[config.mk]
export PLATFORM = sky130hd
export DESIGN_NAME = periodic_timer_slot_table_flat
export DESIGN_NICKNAME = d
export VERILOG_FILES = /design/src/sv/ptst_pkg.sv /design/src/sv/ptst_if.sv /design/src/sv/ptst_ram.sv /design/src/sv/periodic_timer_slot_table.sv /design/src/flat_wrapper.sv
export SDC_FILE = /design/constraint.sdc
export NUM_CORES = 1
export LEC_CHECK = 0
export ABC_AREA = 0
export BUFFER_PORTS_ARGS = -buffer_cell sky130_fd_sc_hd__buf_2
export CAP_MARGIN = 20
export CORE_MARGIN = 3
export CORE_UTILIZATION = 25
export DETAILED_ROUTE_END_ITERATION = 10
export PLACE_DENSITY = 0.4
export SYNTH_ARGS = -nofsm -noshare
export SYNTH_HDL_FRONTEND = slang
export SYNTH_SLANG_ARGS = --single-unit
[constraint.sdc]
create_clock -name clock -period 5 [get_ports clock]
set_input_delay 0.25 -clock clock [delete_from_list [all_inputs] [get_ports clock]]
set_output_delay 0.25 -clock clock [all_outputs]
set_load 0.1 [all_outputs]
[src/sv/ptst_pkg.sv]
package ptst_pkg;

   localparam int SLOT_COUNT = 16;
   localparam int IDX_W = $clog2(SLOT_COUNT);
   localparam int TIMER_W = 16;
   localparam int ENTRY_W = 2 * TIMER_W;
   localparam int SLOT_W = 4;
   localparam int MASK_W = 16;

   typedef enum logic [1:0] {
      CMD_TICK = 2'd0,
      CMD_REGISTER = 2'd1,
      CMD_REMOVE = 2'd2,
      CMD_ACK = 2'd3
   } cmd_type;

   typedef enum logic [1:0] {
      STATUS_OK = 2'd0,
      STATUS_FULL = 2'd1,
      STATUS_INACTIVE = 2'd2
   } status_type;

endpackage

[src/sv/ptst_if.sv]
interface ptst_req_if;
   logic        valid;
   logic        ready;
   logic [1:0]  command;
   logic [15:0] period;
   logic [3:0]  slot;

   modport source (output valid, command, period, slot, input ready);
   modport sink (input valid, command, period, slot, output ready);
endinterface

interface ptst_rsp_if;
   logic        valid;
   logic        ready;
   logic [3:0]  result_slot;
   logic [1:0]  status;
   logic [15:0] pending_mask;

   modport source (output valid, result_slot, status, pending_mask, input ready);
   modport sink (input valid, result_slot, status, pending_mask, output ready);
endinterface

[src/sv/ptst_ram.sv]
module ptst_ram #(
   parameter int WIDTH = 32,
   parameter int DEPTH = 16
) (
   input  logic                     clock,
   input  logic                     wr_en,
   input  logic [$clog2(DEPTH)-1:0] wr_addr,
   input  logic [WIDTH-1:0]         wr_data,
   input  logic [$clog2(DEPTH)-1:0] rd_addr,
   output logic [WIDTH-1:0]         rd_data
);

   logic [WIDTH-1:0] mem_ff [DEPTH];

   always_ff @(posedge clock) begin
      if (wr_en) begin
         mem_ff[wr_addr] <= wr_data;
      end
      rd_data <= mem_ff[rd_addr];
   end

endmodule

[src/sv/periodic_timer_slot_table.sv]
// Remove and acknowledge go from idle straight to the result state; register probes
// from the probe start (one slot probed per cycle); tick sweeps all slots (one
// period/countdown RAM entry read and written back per cycle) and then drains.
// One command is in work at a time; the next is taken the cycle after the result
// is registered, which waits while the previous result is held by the receiver.
// Reset (synchronous) clears active and pending bits, probe start and handshakes;
// the RAM is not cleared, an entry is only used while its slot is active.
module periodic_timer_slot_table
   import ptst_pkg::*;
(
   input  logic       clock,
   input  logic       reset,
   ptst_req_if.sink   req_ch,
   ptst_rsp_if.source rsp_ch
);

   typedef enum logic [2:0] {
      ST_IDLE,
      ST_TICK,
      ST_DRAIN,
      ST_PROBE,
      ST_RESP
   } state_type;

   localparam logic [IDX_W-1:0] LAST_IDX = IDX_W'(SLOT_COUNT - 1);

   state_type             state_ff, state_in;
   logic [SLOT_COUNT-1:0] active_ff, active_in;
   logic [SLOT_COUNT-1:0] pending_ff, pending_in;
   logic [IDX_W-1:0]      probe_start_ff, probe_start_in;
   logic [IDX_W-1:0]      idx_ff, idx_in;
   logic                  wb_vld_ff, wb_vld_in;
   logic [IDX_W-1:0]      wb_addr_ff, wb_addr_in;
   logic [TIMER_W-1:0]    period_ff, period_in;
   logic [SLOT_W-1:0]     res_slot_ff, res_slot_in;
   status_type            status_ff, status_in;
   logic                  rsp_valid_ff, rsp_valid_in;
   logic [SLOT_W-1:0]     rsp_slot_ff, rsp_slot_in;
   status_type            rsp_status_ff, rsp_status_in;
   logic [MASK_W-1:0]     rsp_mask_ff, rsp_mask_in;

   logic                  ram_wr_en;
   logic [IDX_W-1:0]      ram_wr_addr;
   logic [ENTRY_W-1:0]    ram_wr_data;
   logic [ENTRY_W-1:0]    ram_rd_data;
   logic [TIMER_W-1:0]    rd_period;
   logic [TIMER_W-1:0]    rd_count;
   logic [IDX_W-1:0]      idx_next;
   logic [IDX_W-1:0]      req_idx;
   logic                  req_in_range;
   cmd_type               req_cmd;

   ptst_ram #(
      .WIDTH(ENTRY_W),
      .DEPTH(SLOT_COUNT)
   ) u_ram (
      .clock   (clock),
      .wr_en   (ram_wr_en),
      .wr_addr (ram_wr_addr),
      .wr_data (ram_wr_data),
      .rd_addr (idx_ff),
      .rd_data (ram_rd_data)
   );

   assign rd_period = ram_rd_data[ENTRY_W-1:TIMER_W];
   assign rd_count = ram_rd_data[TIMER_W-1:0];
   assign idx_next = (idx_ff == LAST_IDX) ? '0 : idx_ff + IDX_W'(1);
   assign req_idx = req_ch.slot[IDX_W-1:0];
   assign req_in_range = ({1'b0, req_ch.slot} < (SLOT_W + 1)'(SLOT_COUNT));
   assign req_cmd = cmd_type'(req_ch.command);

   assign req_ch.ready = (state_ff == ST_IDLE);
   assign rsp_ch.valid = rsp_valid_ff;
   assign rsp_ch.result_slot = rsp_slot_ff;
   assign rsp_ch.status = rsp_status_ff;
   assign rsp_ch.pending_mask = rsp_mask_ff;

   always_comb begin
      state_in = state_ff;
      active_in = active_ff;
      pending_in = pending_ff;
      probe_start_in = probe_start_ff;
      idx_in = idx_ff;
      wb_vld_in = 1'b0;
      wb_addr_in = wb_addr_ff;
      period_in = period_ff;
      res_slot_in = res_slot_ff;
      status_in = status_ff;
      rsp_valid_in = rsp_valid_ff & ~rsp_ch.ready;
      rsp_slot_in = rsp_slot_ff;
      rsp_status_in = rsp_status_ff;
      rsp_mask_in = rsp_mask_ff;
      ram_wr_en = 1'b0;
      ram_wr_addr = wb_addr_ff;
      ram_wr_data = '0;

      // tick write-back of the entry read last cycle
      if (wb_vld_ff && active_ff[wb_addr_ff]) begin
         ram_wr_en = 1'b1;
         if (rd_count <= TIMER_W'(1)) begin
            pending_in[wb_addr_ff] = 1'b1;
            ram_wr_data = {rd_period, rd_period};
         end else begin
            ram_wr_data = {rd_period, rd_count - TIMER_W'(1)};
         end
      end

      unique case (state_ff)
         ST_IDLE: begin
            if (req_ch.valid) begin
               period_in = req_ch.period;
               res_slot_in = req_ch.slot;
               status_in = STATUS_OK;
               unique case (req_cmd)
                  CMD_TICK: begin
                     idx_in = '0;
                     state_in = ST_TICK;
                  end
                  CMD_REGISTER: begin
                     idx_in = probe_start_ff;
                     state_in = ST_PROBE;
                  end
                  CMD_REMOVE, CMD_ACK: begin
                     state_in = ST_RESP;
                     if (!req_in_range || !active_ff[req_idx]) begin
                        status_in = STATUS_INACTIVE;
                     end else begin
                        pending_in[req_idx] = 1'b0;
                        if (req_cmd == CMD_REMOVE) begin
                           active_in[req_idx] = 1'b0;
                        end
                     end
                  end
                  default: state_in = ST_IDLE;
               endcase
            end
         end
         ST_TICK: begin
            wb_vld_in = 1'b1;
            wb_addr_in = idx_ff;
            idx_in = idx_next;
            if (idx_ff == LAST_IDX) begin
               state_in = ST_DRAIN;
            end
         end
         ST_DRAIN: begin
            state_in = ST_RESP;
         end
         ST_PROBE: begin
            if (!active_ff[idx_ff]) begin
               ram_wr_en = 1'b1;
               ram_wr_addr = idx_ff;
               ram_wr_data = {period_ff, period_ff};
               active_in[idx_ff] = 1'b1;
               pending_in[idx_ff] = 1'b0;
               res_slot_in = SLOT_W'(idx_ff);
               probe_start_in = (probe_start_ff == LAST_IDX) ? '0
                                                             : probe_start_ff + IDX_W'(1);
               state_in = ST_RESP;
            end else begin
               idx_in = idx_next;
               if (idx_next == probe_start_ff) begin
                  status_in = STATUS_FULL;
                  res_slot_in = '0;
                  state_in = ST_RESP;
               end
            end
         end
         ST_RESP: begin
            if (!rsp_valid_ff || rsp_ch.ready) begin
               rsp_valid_in = 1'b1;
               rsp_slot_in = res_slot_ff;
               rsp_status_in = status_ff;
               rsp_mask_in = MASK_W'(pending_ff);
               state_in = ST_IDLE;
            end
         end
         default: state_in = ST_IDLE;
      endcase
   end

   always_ff @(posedge clock) begin
      if (reset) begin
         state_ff <= ST_IDLE;
         active_ff <= '0;
         pending_ff <= '0;
         probe_start_ff <= '0;
         wb_vld_ff <= 1'b0;
         rsp_valid_ff <= 1'b0;
      end else begin
         state_ff <= state_in;
         active_ff <= active_in;
         pending_ff <= pending_in;
         probe_start_ff <= probe_start_in;
         wb_vld_ff <= wb_vld_in;
         rsp_valid_ff <= rsp_valid_in;
      end
      idx_ff <= idx_in;
      wb_addr_ff <= wb_addr_in;
      period_ff <= period_in;
      res_slot_ff <= res_slot_in;
      status_ff <= status_in;
      rsp_slot_ff <= rsp_slot_in;
      rsp_status_ff <= rsp_status_in;
      rsp_mask_ff <= rsp_mask_in;
   end

   a_pending_needs_active: assert property (@(posedge clock) disable iff (reset)
      (pending_ff & ~active_ff) == '0)
      else $error("pending flag on inactive slot");

   a_accept_leaves_idle: assert property (@(posedge clock) disable iff (reset)
      (req_ch.valid && req_ch.ready) |=> (state_ff != ST_IDLE))
      else $error("accepted word did not start work");

   a_wb_only_in_sweep: assert property (@(posedge clock) disable iff (reset)
      wb_vld_ff |-> (state_ff == ST_TICK || state_ff == ST_DRAIN))
      else $error("tick write-back outside sweep");

   a_full_slot_zero: assert property (@(posedge clock) disable iff (reset)
      (rsp_valid_ff && rsp_status_ff == STATUS_FULL) |-> (rsp_slot_ff == '0))
      else $error("table full word with nonzero slot");

   a_rsp_one_at_a_time: assert property (@(posedge clock) disable iff (reset)
      (state_ff == ST_RESP && rsp_valid_ff && !rsp_ch.ready) |=> (state_ff == ST_RESP))
      else $error("result overwritten while stalled");

endmodule

[src/flat_wrapper.sv]
// flat-port wrapper written by rule: the top's interface ports become plain ports
module periodic_timer_slot_table_flat import ptst_pkg::*;
  (clock, reset, req_ch_valid, req_ch_command, req_ch_period, req_ch_slot, req_ch_ready, rsp_ch_valid, rsp_ch_result_slot, rsp_ch_status, rsp_ch_pending_mask, rsp_ch_ready);
  ptst_req_if req_ch_i ();
  ptst_rsp_if rsp_ch_i ();
  input  logic clock;
  input  logic reset;
  input wire logic [$bits(req_ch_i.valid)-1:0] req_ch_valid;
  input wire logic [$bits(req_ch_i.command)-1:0] req_ch_command;
  input wire logic [$bits(req_ch_i.period)-1:0] req_ch_period;
  input wire logic [$bits(req_ch_i.slot)-1:0] req_ch_slot;
  output wire logic [$bits(req_ch_i.ready)-1:0] req_ch_ready;
  output wire logic [$bits(rsp_ch_i.valid)-1:0] rsp_ch_valid;
  output wire logic [$bits(rsp_ch_i.result_slot)-1:0] rsp_ch_result_slot;
  output wire logic [$bits(rsp_ch_i.status)-1:0] rsp_ch_status;
  output wire logic [$bits(rsp_ch_i.pending_mask)-1:0] rsp_ch_pending_mask;
  input wire logic [$bits(rsp_ch_i.ready)-1:0] rsp_ch_ready;
  assign req_ch_i.valid = req_ch_valid;
  assign req_ch_i.command = req_ch_command;
  assign req_ch_i.period = req_ch_period;
  assign req_ch_i.slot = req_ch_slot;
  assign req_ch_ready = req_ch_i.ready;
  assign rsp_ch_valid = rsp_ch_i.valid;
  assign rsp_ch_result_slot = rsp_ch_i.result_slot;
  assign rsp_ch_status = rsp_ch_i.status;
  assign rsp_ch_pending_mask = rsp_ch_i.pending_mask;
  assign rsp_ch_i.ready = rsp_ch_ready;
  periodic_timer_slot_table u_core (.clock(clock), .reset(reset), .req_ch(req_ch_i), .rsp_ch(rsp_ch_i));
endmodule
Word level (Yosys, flattened, before mapping)

Memory sizes are Yosys's and may differ from the RTL's. A register that Yosys moved wholly into a read port is not among the register bits.
Cells that the tools add are included.

$add $sub $neg: 3
Magnitude comparators: 7
Mux-type cells: 62
Bitwise logic cells: 10
Equality and inequality tests: 21
Reduce and logical (&&, ||, !) cells: 19

Operator list:

| kind                                                               | count |
|---|---|
| 2-to-1 mux 16 bit                                                  | 12 |
| 2-to-1 mux 32 bit                                                  | 3 |
| one-hot mux 16 bit (2 select lines)                                | 2 |
| bitwise AND 16 bit                                                 | 3 |
| 2-to-1 mux 4 bit                                                   | 9 |
| inverter 16 bit                                                    | 2 |
| bitwise OR 16 bit                                                  | 2 |
| less-or-equal comparator 16 x 1 -> 1 bit (second input constant)   | 1 |
| one-hot mux 4 bit (2 select lines)                                 | 2 |
| subtractor 16 x 1 -> 16 bit (second input constant)                | 1 |
| < comparator 4 x 5 -> 1 bit (second input constant)                | 3 |
| 2-to-1 mux 3 bit                                                   | 5 |
| one-hot mux 3 bit (5 select lines)                                 | 1 |
| 2-to-1 mux 1 bit                                                   | 14 |
| inequality test 2 x 1 -> 1 bit (second input constant)             | 7 |
| binary-select mux 1 bit (select 4 bit)                             | 3 |
| demux 1 bit (select 4 bit)                                         | 3 |
| greater-or-equal comparator 4 x 1 -> 1 bit (second input constant) | 3 |
| one-hot mux 4 bit (3 select lines)                                 | 1 |
| AND reduction 4 bit                                                | 3 |
| 2-to-1 mux 2 bit                                                   | 5 |
| one-hot mux 3 bit (3 select lines)                                 | 1 |
| adder 4 x 1 -> 4 bit (second input constant)                       | 2 |
| == test 4 bit (second input constant)                              | 2 |
| 23 further kinds                                                   | 32 |

Memory bits (writable): 512
Memories kept: 1
Bits of input ports: 26
Logic and storage cells: 137
Flip-flop bits (word level): 93

Memories:

| memory              | words | width | rd ports | clocked after memory_dff | wr ports | line           | text |
|---|---|---|---|---|---|---|---|
| u_core.u_ram.mem_ff | 16    | 32    | 1        | 1                        | 1        | ptst_ram.sv:13 | `logic [WIDTH-1:0] mem_ff [DEPTH];` |

Longest topological paths before layout

Gate-level depths: netlist of run 1.

Depth after elaboration: 12
Depth in mapped cells: 10

Modules after synthesis

A second synthesis of run 1 with hierarchy kept.

Cell total of the unflattened synthesis: 1370
Area total of the unflattened synthesis: 25249.2 um2

Modules (own cells, without submodules):

| module                    | cells an instance | area each (um2) | times used |
|---|---|---|---|
| ptst_ram                  | 838               | 19835.3         | 1 |
| periodic_timer_slot_table | 532               | 5413.9          | 1 |

Worst setup path after synthesis of run 1

No wires, ideal clock.

Path kind: register to register
From: register u_core.idx_ff[0]
To: memory u_core.u_ram.mem_ff[6][0], enable pin
Buffers on the path: 1
Slack: 0.338 ns
Period minus slack after synthesis: 4.662 ns
Arrival: 4.190 ns
Stages on the path, launching flop included: 8
Cell sequence: edfxtp_1 buf_4 mux2_1 nor2_1 a21oi_1 nor4_2 nor2_1 o32ai_1

Longest elaborated chain between the ends: 6
Elaborated cells between the ends (all ways): 8

RTL lines:

| item                                   | line                             | text |
|---|---|---|
| from (decl)                            | periodic_timer_slot_table.sv:31  | `logic [IDX_W-1:0] idx_ff, idx_in;` |
| from (signal assigned)                 | periodic_timer_slot_table.sv:198 | `idx_ff <= idx_in;` |
| binary-select mux 1 bit (select 4 bit) | periodic_timer_slot_table.sv:150 | `if (!active_ff[idx_ff]) begin` |
| 2-to-1 mux 1 bit (not written as such) | periodic_timer_slot_table.sv:150 |  |
| 2-to-1 mux 1 bit                       | periodic_timer_slot_table.sv:150 |  |
| 2-to-1 mux 1 bit                       | periodic_timer_slot_table.sv:108 | `unique case (state_ff)` |
| 2-to-1 mux 1 bit                       | ptst_ram.sv:16                   | `if (wr_en) begin` |
| 2-to-1 mux 1 bit (not written as such) | ptst_ram.sv:17                   | `mem_ff[wr_addr] <= wr_data;` |
| to (decl)                              | ptst_ram.sv:13                   |  |

Parallel ways exist; a longest one is shown, timed or not. The select of a mux whose other input is x is not followed.

Worst setup path after layout of run 1

From: register u_core.idx_ff[0]
To: register u_core.res_slot_ff[2], enable pin

Longest elaborated chain between the ends: 5
Elaborated cells between the ends (all ways): 8

RTL lines:

| item                                                         | line                             | text |
|---|---|---|
| adder 4 x 1 -> 4 bit / == test 4 bit (equally long branches) | periodic_timer_slot_table.sv:67  | `assign idx_next = (idx_ff == LAST_IDX) ? '0 : idx_ff + IDX_W'(1);` |
| 2-to-1 mux 4 bit                                             | periodic_timer_slot_table.sv:67  |  |
| == test 4 bit                                                | periodic_timer_slot_table.sv:162 | `if (idx_next == probe_start_ff) begin` |
| inequality test 3 bit (no line) (*)                          | n/a                              |  |
| AND reduction 3 bit (no line) (*)                            | n/a                              |  |
| to (signal assigned)                                         | periodic_timer_slot_table.sv:201 | `res_slot_ff <= res_slot_in;` |
| to (decl)                                                    | periodic_timer_slot_table.sv:35  | `logic [SLOT_W-1:0] res_slot_ff, res_slot_in;` |

Every way passes the cells marked *; elsewhere a longest branch is shown, timed or not. The select of a mux whose other input is x is not followed.
A chain may end at the register's enable or synchronous reset.

==> results of run 1 <==
final cells by class:
class                      count  share of cell area
clock buffer                 104              0.0676
timing repair buffer         121              0.0304
multi-input combinational    623               0.223
tap                         1298              0.0543
clock inverter                28             0.00711
sequential                   637               0.615
inverter                      18             0.00226
layout by cell type (no fill, tap or decap), drive strengths merged, types with 6 or more instances in the layout:
cell,instances
edfxtp,564
nor4,6
nor2,52
a211oi,9
nand2,94
o21ai,47
a21oi,63
xnor2,6
nand3,17
clkinv,23
xor2,11
o22ai,6
o211ai,10
nor3,19
nor2b,7
dfxtp,73
nand2b,10
mux2i,9
mux4,167
dlygate4sd3,17
mux2,8
o31ai,13
a22o,6
buf,104
ha,7
inv,21
clkbuf,104
worst max-delay path, delay by kind of cell (launching register included):
family,cells,cell delay [ns]
flip-flops,1,0.66
AND/OR/NAND/NOR,2,0.59
AO/OA/AOI/OAI,2,0.81
buffers and inverters,2,0.77
adder cells (fa/ha/maj),1,0.47
XOR/XNOR,1,0.15
timing repair:
| action | CTS | global route |
|---|---|---|
| hold buffers | 17 | 0 |
| endpoints found under the hold margin | 17 | 0 |
| setup buffers | 0 | 0 |
worst paths after layout:
check	from	end	slack, ns	depth (start not counted)
min	req_ch_slot[2]	u_core.active_ff[15]$_SDFFE_PP0P_	0.07	2
max	u_core.idx_ff[0]$_DFFE_PP_	u_core.res_slot_ff[2]$_DFFE_PP_	1.15	8
min reg2reg	u_core.res_slot_ff[2]$_DFFE_PP_	u_core.rsp_ch.result_slot[2]$_DFFE_PP_	0.42	0
max reg2reg	u_core.idx_ff[0]$_DFFE_PP_	u_core.res_slot_ff[2]$_DFFE_PP_	1.15	8
synthesized netlist by cell type, drive strengths merged (3+ instances only):
cell type / count
buf: 37
a22o: 6
xor2: 11
xnor2: 6
a21oi: 63
inv: 17
mux2i: 9
nand2: 94
o221a: 4
or4: 3
nor4: 6
nor2: 52
ha: 7
a31oi: 4
mux2: 8
nor3: 19
or2: 3
o21ai: 47
nand3: 17
nand2b: 10
o211ai: 10
mux4: 167
a22oi: 5
nor3b: 5
a211oi: 9
clkbuf: 36
dfxtp: 73
o31ai: 13
o22ai: 6
nor2b: 7
edfxtp: 564
o32ai: 4
and3: 4
and2: 4
flip-flops by register name (all words and copies together), names as in the netlist:
register	cells
u_core.idx_ff	4
u_core.u_ram.rd_data	32
u_core.status_ff	2
u_core.active_ff	16
u_core.state_ff	3
u_core.u_ram.mem_ff	512
u_core.pending_ff	16
u_core.rsp_ch.valid	1
u_core.rsp_ch.status	2
u_core.rsp_ch.pending_mask	16
u_core.period_ff	16
u_core.probe_start_ff	4
u_core.res_slot_ff	4
u_core.rsp_ch.result_slot	4
u_core.wb_vld_ff	1
u_core.wb_addr_ff	4
per-layer routing:
layer	up-vias	global-route usage	wire length (µm)
li1	5750	-	-
met1	7102	0.186	32200
met2	321	0.213	32800
met3	107	0.0195	2550
met4	0	0.0403	1860
met5	-	0	0
power breakdown:
part / leakage [nW] / switching, mW / total, mW / internal, mW
sequential: 5.24 / 0.0790 / 5.88 / 5.80
clock: 1.09 / 2.12 / 5.00 / 2.88
combinational: 2.51 / 0.488 / 0.804 / 0.316
total: 8.84 / 2.69 / 11.7 / 8.99
per-stage QoR:
| stage | std cells | hold slack (ns) |
|---|---|---|
| 6_report | 2829 | 0.0690 |
| 2_1_floorplan | 1351 | 0.349 |
| 3_5_place_dp | 2678 | 0.415 |
| 5_1_grt | 2829 | 0.0712 |
| 4_1_cts | 2827 | 0.0363 |
| 3_3_place_gp | 2678 | 0.413 |
cells by family (layout without fill, tap and decap cells):
family                   after synthesis  count (layout)  share of synthesized area
buffers and inverters                 91             271                     0.0165
adder cells (fa/ha/maj)                7               7                    0.00346
AND/OR/NAND/NOR                      234             234                     0.0447
multiplexers                         184             184                      0.156
AO/OA/AOI/OAI                        181             181                     0.0462
XOR/XNOR                              17              17                    0.00589
flip-flops                           637             637                      0.727
==> results.sh, run 1 <==
export IMPL_status="complete, no violations"
export IMPL_hpwl_um=40200
export IMPL_syn_nets=1384
export IMPL_wl_per_cell_um=24.5
export IMPL_die_w_um=324
export IMPL_synth_distinct_cells=65
export IMPL_endpoint_kind="flip-flop"
export IMPL_slowest_delay_ns=0.68
export IMPL_design_portCount=50
export IMPL_wirelength_um=69300
export IMPL_core_area_um2=100000
export IMPL_dr_pass1_iters=7
export IMPL_finalInstanceArea_um2=29900
export IMPL_max_freq_mhz=260
export IMPL_avgSynthCellArea_um2=18.7
export IMPL_worstMarginPinSlew_ns=1.10
export IMPL_hold_violations=0
export IMPL_fin_crit_sh=0.769
export IMPL_cts_sinks=637
export IMPL_yosys_warnings=0
export IMPL_clock_skew_ns=0.0358
export IMPL_drc=0
export IMPL_cts_resized=0
export IMPL_io_buffers=49
export IMPL_critPathSlowestCell="buf_12"
export IMPL_dpl_cell_area_um2=27500
export IMPL_worstSetupStartpointType="flip-flop"
export IMPL_drtIter0Drc=1019
export IMPL_synth_area_leaders="edfxtp_1, mux4_2, dfxtp_1"
export IMPL_multiInputGateArea_um2=6680
export IMPL_antenna_found_initial=1
export IMPL_criticalPathCategory="reg -> reg"
export IMPL_start_util=0.253
export IMPL_fin_nets=1506
export IMPL_die_y_um=324
export IMPL_layout_setup_ws_ns=1.15
export IMPL_arrival_ns=4.09
export IMPL_fin_crit_ns=3.85
export IMPL_dp_worst_setup_slack_ns=1.06
export IMPL_cp_max_fo=98
export IMPL_synth_enable_flop_cells=564
export IMPL_fin_util=0.299
export IMPL_num_antenna_cells=0
export IMPL_setup_viol=0
export IMPL_die_area_um2=105000
export IMPL_grt_pass1_wl_um=100000
export IMPL_place_gp_congestion=0.794
export IMPL_htree_num_levels=3
export IMPL_power_leakage_nw=8.84
export IMPL_power_density_nw_per_um2=390
export IMPL_syn_cell_area_um2=25300
export IMPL_fillCellCount=9814
export IMPL_clk_latency_ns=0.62
export IMPL_row_count=116
export IMPL_cts_buffers=72
export IMPL_first_global_vias=13900
export IMPL_ys_flop_type="edfxtp_1"
export IMPL_syn_to_final_growth_pct=18.3
export IMPL_rsz0062_at_grt="false"
export IMPL_cts_tree="built"
export IMPL_drv_cap=0
export IMPL_drt_vias_per_instance=4.69
export IMPL_synth_seq_area_share=0.727
export IMPL_synthCells=1351
export IMPL_slew_violations=0
export IMPL_holdCritPathClass="in -> reg"
export IMPL_totalPowerFinal_mw=11.7
export IMPL_ys_ff_latch=637
export IMPL_cp_required_ns=5.24
export IMPL_root_buffer="clkbuf_16"
export IMPL_grt_start_max_net_pins=99
export IMPL_crit_chain="buf_12, ha_1, inv_1, a311o_1, xor2_1, nor4_1, nor2_1, o21ai_0"
export IMPL_yosysTopAreaCell="edfxtp_1"
export IMPL_overflow=0
export IMPL_fin_setup_tns_ns=0
export IMPL_antenna_left=0
export IMPL_cts_clk_slew_worst_paths_ns=0.06
export IMPL_synth_top_area_share=0.670
export IMPL_relSlewSlack=0.260
export IMPL_synthArstFlopShare=0
export IMPL_ir_worst_vdd_mv=0.217
export IMPL_cts_buffer_depth=3
export IMPL_drive_above_1_share=0.272
export IMPL_regArea_um2=18400
export IMPL_track_usage=0.133
export IMPL_vias=13300
Power figures use the tool's default switching activity.
==> run 2: changes to the inputs <==
==> constraint.sdc (replaced) <==
create_clock -name clock -period 3.7 [get_ports clock]
set_input_delay 0.185 -clock clock [delete_from_list [all_inputs] [get_ports clock]]
set_output_delay 0.185 -clock clock [all_outputs]
set_load 0.1 [all_outputs]
==> run 2 against run 1 <==
Sequential power rose by 35%. Largest cell class unchanged. Clock skew fell by 0.0047 ns. Power rose by 36%. Global-route usage rose by 0.13 points. Combinational power rose by 39%. Fmax rose by 16%. Routed wire length rose by 0.78%. Utilization rose by 0.39 points. Clock power rose by 38%. Die area did not move. Non-clock buffer count rose by 29. First-iteration DRC count rose by 10%.
==> results.sh, run 2 (synthesis gave the netlist of run 1 again) <==
export IMPL_met2_wirelength_um=32000
export IMPL_drc=0
export IMPL_criticalPathCategory="reg -> reg"
export IMPL_reg2regPathDepth=8
export IMPL_cts_sinks=637
export IMPL_biggestRegsByFlops="u_core.u_ram.mem_ff (512), u_core.u_ram.rd_data (32)"
export IMPL_status="complete, no violations"
export IMPL_syn_to_final_growth_pct=19.8
export IMPL_top_register="u_core.u_ram.mem_ff"
export IMPL_fin_cells=2856
export IMPL_regArea_um2=18400
export IMPL_wl_met3_um=2920
export IMPL_drv_cap=0
export IMPL_setup_viol=0
export IMPL_antenna_left=0
export IMPL_start_util=0.253
export IMPL_hold_violations=0
export IMPL_regToRegSetupSlack_ns=0.39
export IMPL_r2r_start="u_core.idx_ff[0]$_DFFE_PP_"
export IMPL_max_freq_mhz=302
export IMPL_wl_per_cell_um=24.5
export IMPL_design_portCount=50
export IMPL_place_gp_congestion=0.825
export IMPL_cp_max_fo=24
export IMPL_rsz0062_at_grt="false"
export IMPL_die_y_um=324
export IMPL_drive_above_1_share=0.294
export IMPL_endpoint="u_core.res_slot_ff[3]$_DFFE_PP_"
export IMPL_grt_pass1_wl_um=102000
export IMPL_dr_pass1_iters=5
export IMPL_worstMarginPinSlew_ns=0.991
export IMPL_io_buffers=49
export IMPL_row_count=116
export IMPL_final_cell_mix="edfxtp_1, mux4_2, nand2_1, clkbuf_16, dfxtp_1"
export IMPL_cts_clk_slew_worst_paths_ns=0.06
export IMPL_fin_nets=1534
export IMPL_ir_worst_vdd_mv=0.268
export IMPL_arrival_ns=3.59
export IMPL_power_leakage_nw=9.05
export IMPL_endpoint_kind="flip-flop"
export IMPL_power_density_nw_per_um2=526
export IMPL_multiInputGateArea_um2=6680
export IMPL_finalInstanceArea_um2=30300
export IMPL_final_common_cell="edfxtp_1"
export IMPL_cp_required_ns=3.98
export IMPL_drt_vias_per_instance=4.68
export IMPL_die_w_um=324
export IMPL_grt_start_max_net_pins=114
export IMPL_wirelength_um=69900
export IMPL_fillCellCount=9789
export IMPL_holdCritPathClass="in -> reg"
export IMPL_htree_num_levels=3
export IMPL_post_cts_setup_buffer_count=0
export IMPL_dpl_cell_area_um2=27800
export IMPL_cts_buffers=71
export IMPL_clock_skew_ns=0.0311
export IMPL_core_area_um2=100000
export IMPL_root_buffer="clkbuf_16"
export IMPL_clk_latency_ns=0.63
export IMPL_overflow=0
export IMPL_m1WireLength_um=33300
export IMPL_fin_crit_sh=0.894
export IMPL_slew_violations=0
export IMPL_hpwl_um=42000
export IMPL_r2r_end="u_core.res_slot_ff[3]$_DFFE_PP_"
export IMPL_top_layer_used="met4"
export IMPL_track_usage=0.134
export IMPL_largest_reg_flops=512
export IMPL_worstSetupStartpointType="flip-flop"
export IMPL_first_global_vias=14100
export IMPL_cts_tree="built"
export IMPL_antenna_found_initial=1
export IMPL_dp_cells=2700
export IMPL_fin_crit_ns=3.31
export IMPL_cts_buffer_depth=3
export IMPL_fin_util=0.303
export IMPL_vias=13400
export IMPL_drtIter0Drc=1124
export IMPL_layout_setup_ws_ns=0.391
export IMPL_dp_worst_setup_slack_ns=0.115
export IMPL_relSlewSlack=0.335
export IMPL_die_area_um2=105000
export IMPL_startpoint="u_core.idx_ff[0]$_DFFE_PP_"
export IMPL_hold_ws_ns=0.0393
run 2: timing repair:
action                     in CTS  in global routing
hold buffers                   20                  0
gates resized for setup         0                  2
hold endpoints to repair       25                  0
setup endpoints to repair       0                  4
run 2: final cells by class:
type,instances,share of cell area
antenna,1,0.0000826
clock buffer,94,0.0659
clock inverter,35,0.00937
inverter,18,0.00223
multi-input combinational,623,0.220
sequential,637,0.607
tap,1298,0.0536
timing repair buffer,150,0.0413
run 2: how the worst min path moves through the flow:
stage | startpoint | end | slack [ns] | cells after the start
final | req_ch_slot[3] | u_core.active_ff[15]$_SDFFE_PP0P_ | 0.04 | 2
after global routing | req_ch_slot[3] | u_core.active_ff[15]$_SDFFE_PP0P_ | 0.03 | 2
after CTS | req_ch_slot[3] | u_core.active_ff[15]$_SDFFE_PP0P_ | 0.008 | 2
after detailed placement | req_ch_period[9] | u_core.period_ff[9]$_DFFE_PP_ | 0.36 | 1
after global placement | req_ch_period[7] | u_core.period_ff[7]$_DFFE_PP_ | 0.36 | 1
after floorplan | req_ch_period[0] | u_core.period_ff[0]$_DFFE_PP_ | 0.28 | 0
run 2: power by group:
group | switching [mW] | leakage, nW | total, mW | internal, mW
combinational | 0.680 | 2.68 | 1.12 | 0.443
sequential | 0.0883 | 5.24 | 7.92 | 7.83
clock | 2.93 | 1.13 | 6.90 | 3.97
run 2: through the flow:
step	setup TNS, ns	power (mW)
2_1_floorplan	-91.36	8.82
3_3_place_gp	0	9.20
3_5_place_dp	0	9.19
4_1_cts	0	16.2
5_1_grt	0	16.6
6_report	0	15.9
run 2: routing by layer:
layer  vias to the layer above  GRT usage
li1                       5798          -
met4                         0     0.0325
met5                         -          0
met1                      7140      0.196
met3                       107     0.0235
met2                       325      0.207
run 2: worst max-delay path, cell delays in order, from the launching register on:
cell and delay (ns):
edfxtp_1 0.60, buf_6 0.38, ha_1 0.46, inv_1 0.09
a311o_1 0.36, xor2_1 0.16, nor4_1 0.40, nor2_1 0.19
o21ai_1 0.34
==> run 3: changes to the inputs <==
--- a/config.mk
+++ b/config.mk
@@ -10,8 +10,10 @@
 export CAP_MARGIN = 20
 export CORE_MARGIN = 3
 export CORE_UTILIZATION = 25
+export CTS_BUF_LIST = sky130_fd_sc_hd__clkbuf_16
 export DETAILED_ROUTE_END_ITERATION = 10
 export PLACE_DENSITY = 0.4
+export SETUP_SLACK_MARGIN = 0.1
 export SYNTH_ARGS = -nofsm -noshare
 export SYNTH_HDL_FRONTEND = slang
 export SYNTH_SLANG_ARGS = --single-unit
==> run 3 against run 2 <==
Flip-flop and latch count did not move. Sequential power about the same. Combinational power about the same. First-iteration DRC count grew 2.1%. Global-route usage hardly changed. Clock power fell by 3%. Sequential share of layout area grew 0.14 points. Routed wire length about the same. Cell area is 0.23% lower. Utilization down 0.070 points. Clock skew grew 0.0012 ns. Fmax is 0.93% higher. Largest power group unchanged.
==> results.sh, run 3 (synthesis gave the netlist of run 1 again) <==
export IMPL_relSlewSlack=0.333
export IMPL_slew_violations=0
export IMPL_drt_vias_per_instance=4.70
export IMPL_core_area_um2=100000
export IMPL_grt_use_met2=0.205
export IMPL_power_density_nw_per_um2=521
export IMPL_syn_to_final_growth_pct=19.5
export IMPL_antenna_left=0
export IMPL_io_buffers=49
export IMPL_overflow=0
export IMPL_top_register="u_core.u_ram.mem_ff"
export IMPL_cts_tree="built"
export IMPL_clock_skew_ns=0.0323
export IMPL_place_gp_congestion=0.825
export IMPL_totalPowerFinal_mw=15.8
export IMPL_start_util=0.253
export IMPL_fin_nets=1534
export IMPL_internal_power_mw=12.1
export IMPL_arrival_ns=3.56
export IMPL_first_global_vias=14100
export IMPL_setup_viol=0
export IMPL_htree_num_levels=3
export IMPL_regArea_um2=18400
export IMPL_worstMarginPinSlew_ns=0.994
export IMPL_pwr_share_seq=0.503
export IMPL_wl_per_cell_um=24.5
export IMPL_cts_sinks=637
export IMPL_row_count=116
export IMPL_max_freq_mhz=305
export IMPL_fillCellCount=9795
export IMPL_power_leakage_nw=9.06
export IMPL_p_switching_mw=3.69
export IMPL_criticalPathCategory="reg -> reg"
export IMPL_cts_clk_slew_worst_paths_ns=0.06
export IMPL_final_cell_mix="edfxtp_1, mux4_2, nand2_1, clkbuf_16, dfxtp_1"
export IMPL_hold_ws_ns=0.0368
export IMPL_hpwl_um=42000
export IMPL_biggestRegsByFlops="u_core.u_ram.mem_ff (512), u_core.u_ram.rd_data (32)"
export IMPL_root_buffer="clkbuf_16"
export IMPL_die_y_um=324
export IMPL_grt_use_met1=0.194
export IMPL_cts_buffer_depth=3
export IMPL_grt_pass1_wl_um=101000
export IMPL_fin_cells=2855
export IMPL_combPwrFrac=0.071
export IMPL_die_w_um=324
export IMPL_hold_violations=0
export IMPL_largest_reg_flops=512
export IMPL_final_common_cell="edfxtp_1"
export IMPL_vias=13400
export IMPL_drv_cap=0
export IMPL_multiInputGateArea_um2=6680
export IMPL_num_antenna_cells=0
export IMPL_cp_required_ns=3.98
export IMPL_worstSetupStartpointType="flip-flop"
export IMPL_cts_buffers=71
export IMPL_cp_max_fo=24
export IMPL_status="complete, no violations"
export IMPL_endpoint_kind="flip-flop"
export IMPL_holdCritPathClass="in -> reg"
export IMPL_use_met3=0.0263
export IMPL_fin_crit_ns=3.28
export IMPL_antenna_found_initial=3
export IMPL_drtIter0Drc=1148
export IMPL_wirelength_um=69800
export IMPL_clk_latency_ns=0.63
export IMPL_grt_busiest_layer="met2"
export IMPL_netSwitchingFraction=0.234
export IMPL_ir_worst_vdd_mv=0.266
export IMPL_fin_setup_tns_ns=0
export IMPL_design_portCount=50
export IMPL_track_usage=0.134
export IMPL_dr_pass1_iters=5
export IMPL_fin_crit_sh=0.886
export IMPL_grt_start_max_net_pins=114
export IMPL_dp_cells=2700
export IMPL_rsz0062_at_grt="false"
export IMPL_dp_worst_setup_slack_ns=0.115
export IMPL_drive_above_1_share=0.290
export IMPL_drc=0
export IMPL_die_area_um2=105000
export IMPL_clkPwrFrac=0.426
export IMPL_layout_setup_ws_ns=0.422
[run 3: cell types whose count changed in the layout (fill, tap and decap cells not counted)]
cell and change:
ha_2 +1, diode_2 -1, clkinv_1 +7, clkbuf_8 -7, inv_1 +13, ha_1 -1
clkbuf_1 -13
[run 3: final timing paths]
path | from | to | slack, ns | cells after the start
worst max register to register | u_core.idx_ff[0]$_DFFE_PP_ | u_core.res_slot_ff[1]$_DFFE_PP_ | 0.42 | 8
worst max-delay path | u_core.idx_ff[0]$_DFFE_PP_ | u_core.res_slot_ff[1]$_DFFE_PP_ | 0.42 | 8
worst min-delay path | req_ch_slot[3] | u_core.active_ff[15]$_SDFFE_PP0P_ | 0.04 | 2
worst min register to register | u_core.res_slot_ff[2]$_DFFE_PP_ | u_core.rsp_ch.result_slot[2]$_DFFE_PP_ | 0.43 | 0
[run 3: metrics by stage]
stage / instance area [µm²] / utilization
after floorplan: 25300 / -
after CTS: 30200 / 0.301
after detailed placement: 27800 / 0.277
after global placement: 27800 / 0.277
after global routing: 30200 / 0.302
final: 30200 / 0.302
[run 3: repair_timing]
action                     CTS  global route
hold buffers                20             0
setup endpoints to repair    3             4
hold endpoints to repair    25             0
buffers inserted             0             0
gates resized for setup      1             2
[run 3: power by group through the flow]
| stage | sequential (mW) | clock, mW | combinational, mW |
|---|---|---|---|
| 2_1_floorplan | 8.11 | 0 | 0.713 |
| 3_3_place_gp | 8.07 | 0 | 1.13 |
| 3_5_place_dp | 8.07 | 0 | 1.12 |
| 4_1_cts | 7.92 | 6.94 | 1.14 |
| 5_1_grt | 7.93 | 7.25 | 1.21 |
| 6_report | 7.92 | 6.71 | 1.12 |
[run 3: worst max-delay path, stage by stage, from the launching register on]
cell and delay, ns:
edfxtp_1 0.61, buf_6 0.39, ha_2 0.38, inv_1 0.07
a311o_1 0.35, xor2_1 0.16, nor4_1 0.44, nor2_1 0.19
o21ai_1 0.35
[run 3: metal layers]
metal / vias up / part of all wire
met5: - / 0
met4: 0 / 0.026
met3: 113 / 0.051
met2: 379 / 0.46
met1: 7143 / 0.47
li1: 5794 / -
[run 3: cell type report]
type / instances / share of cell area
tap: 1298 / 0.0537
sequential: 637 / 0.608
clock buffer: 74 / 0.0612
inverter: 18 / 0.00223
timing repair buffer: 150 / 0.0414
multi-input combinational: 623 / 0.221
clock inverter: 55 / 0.0119
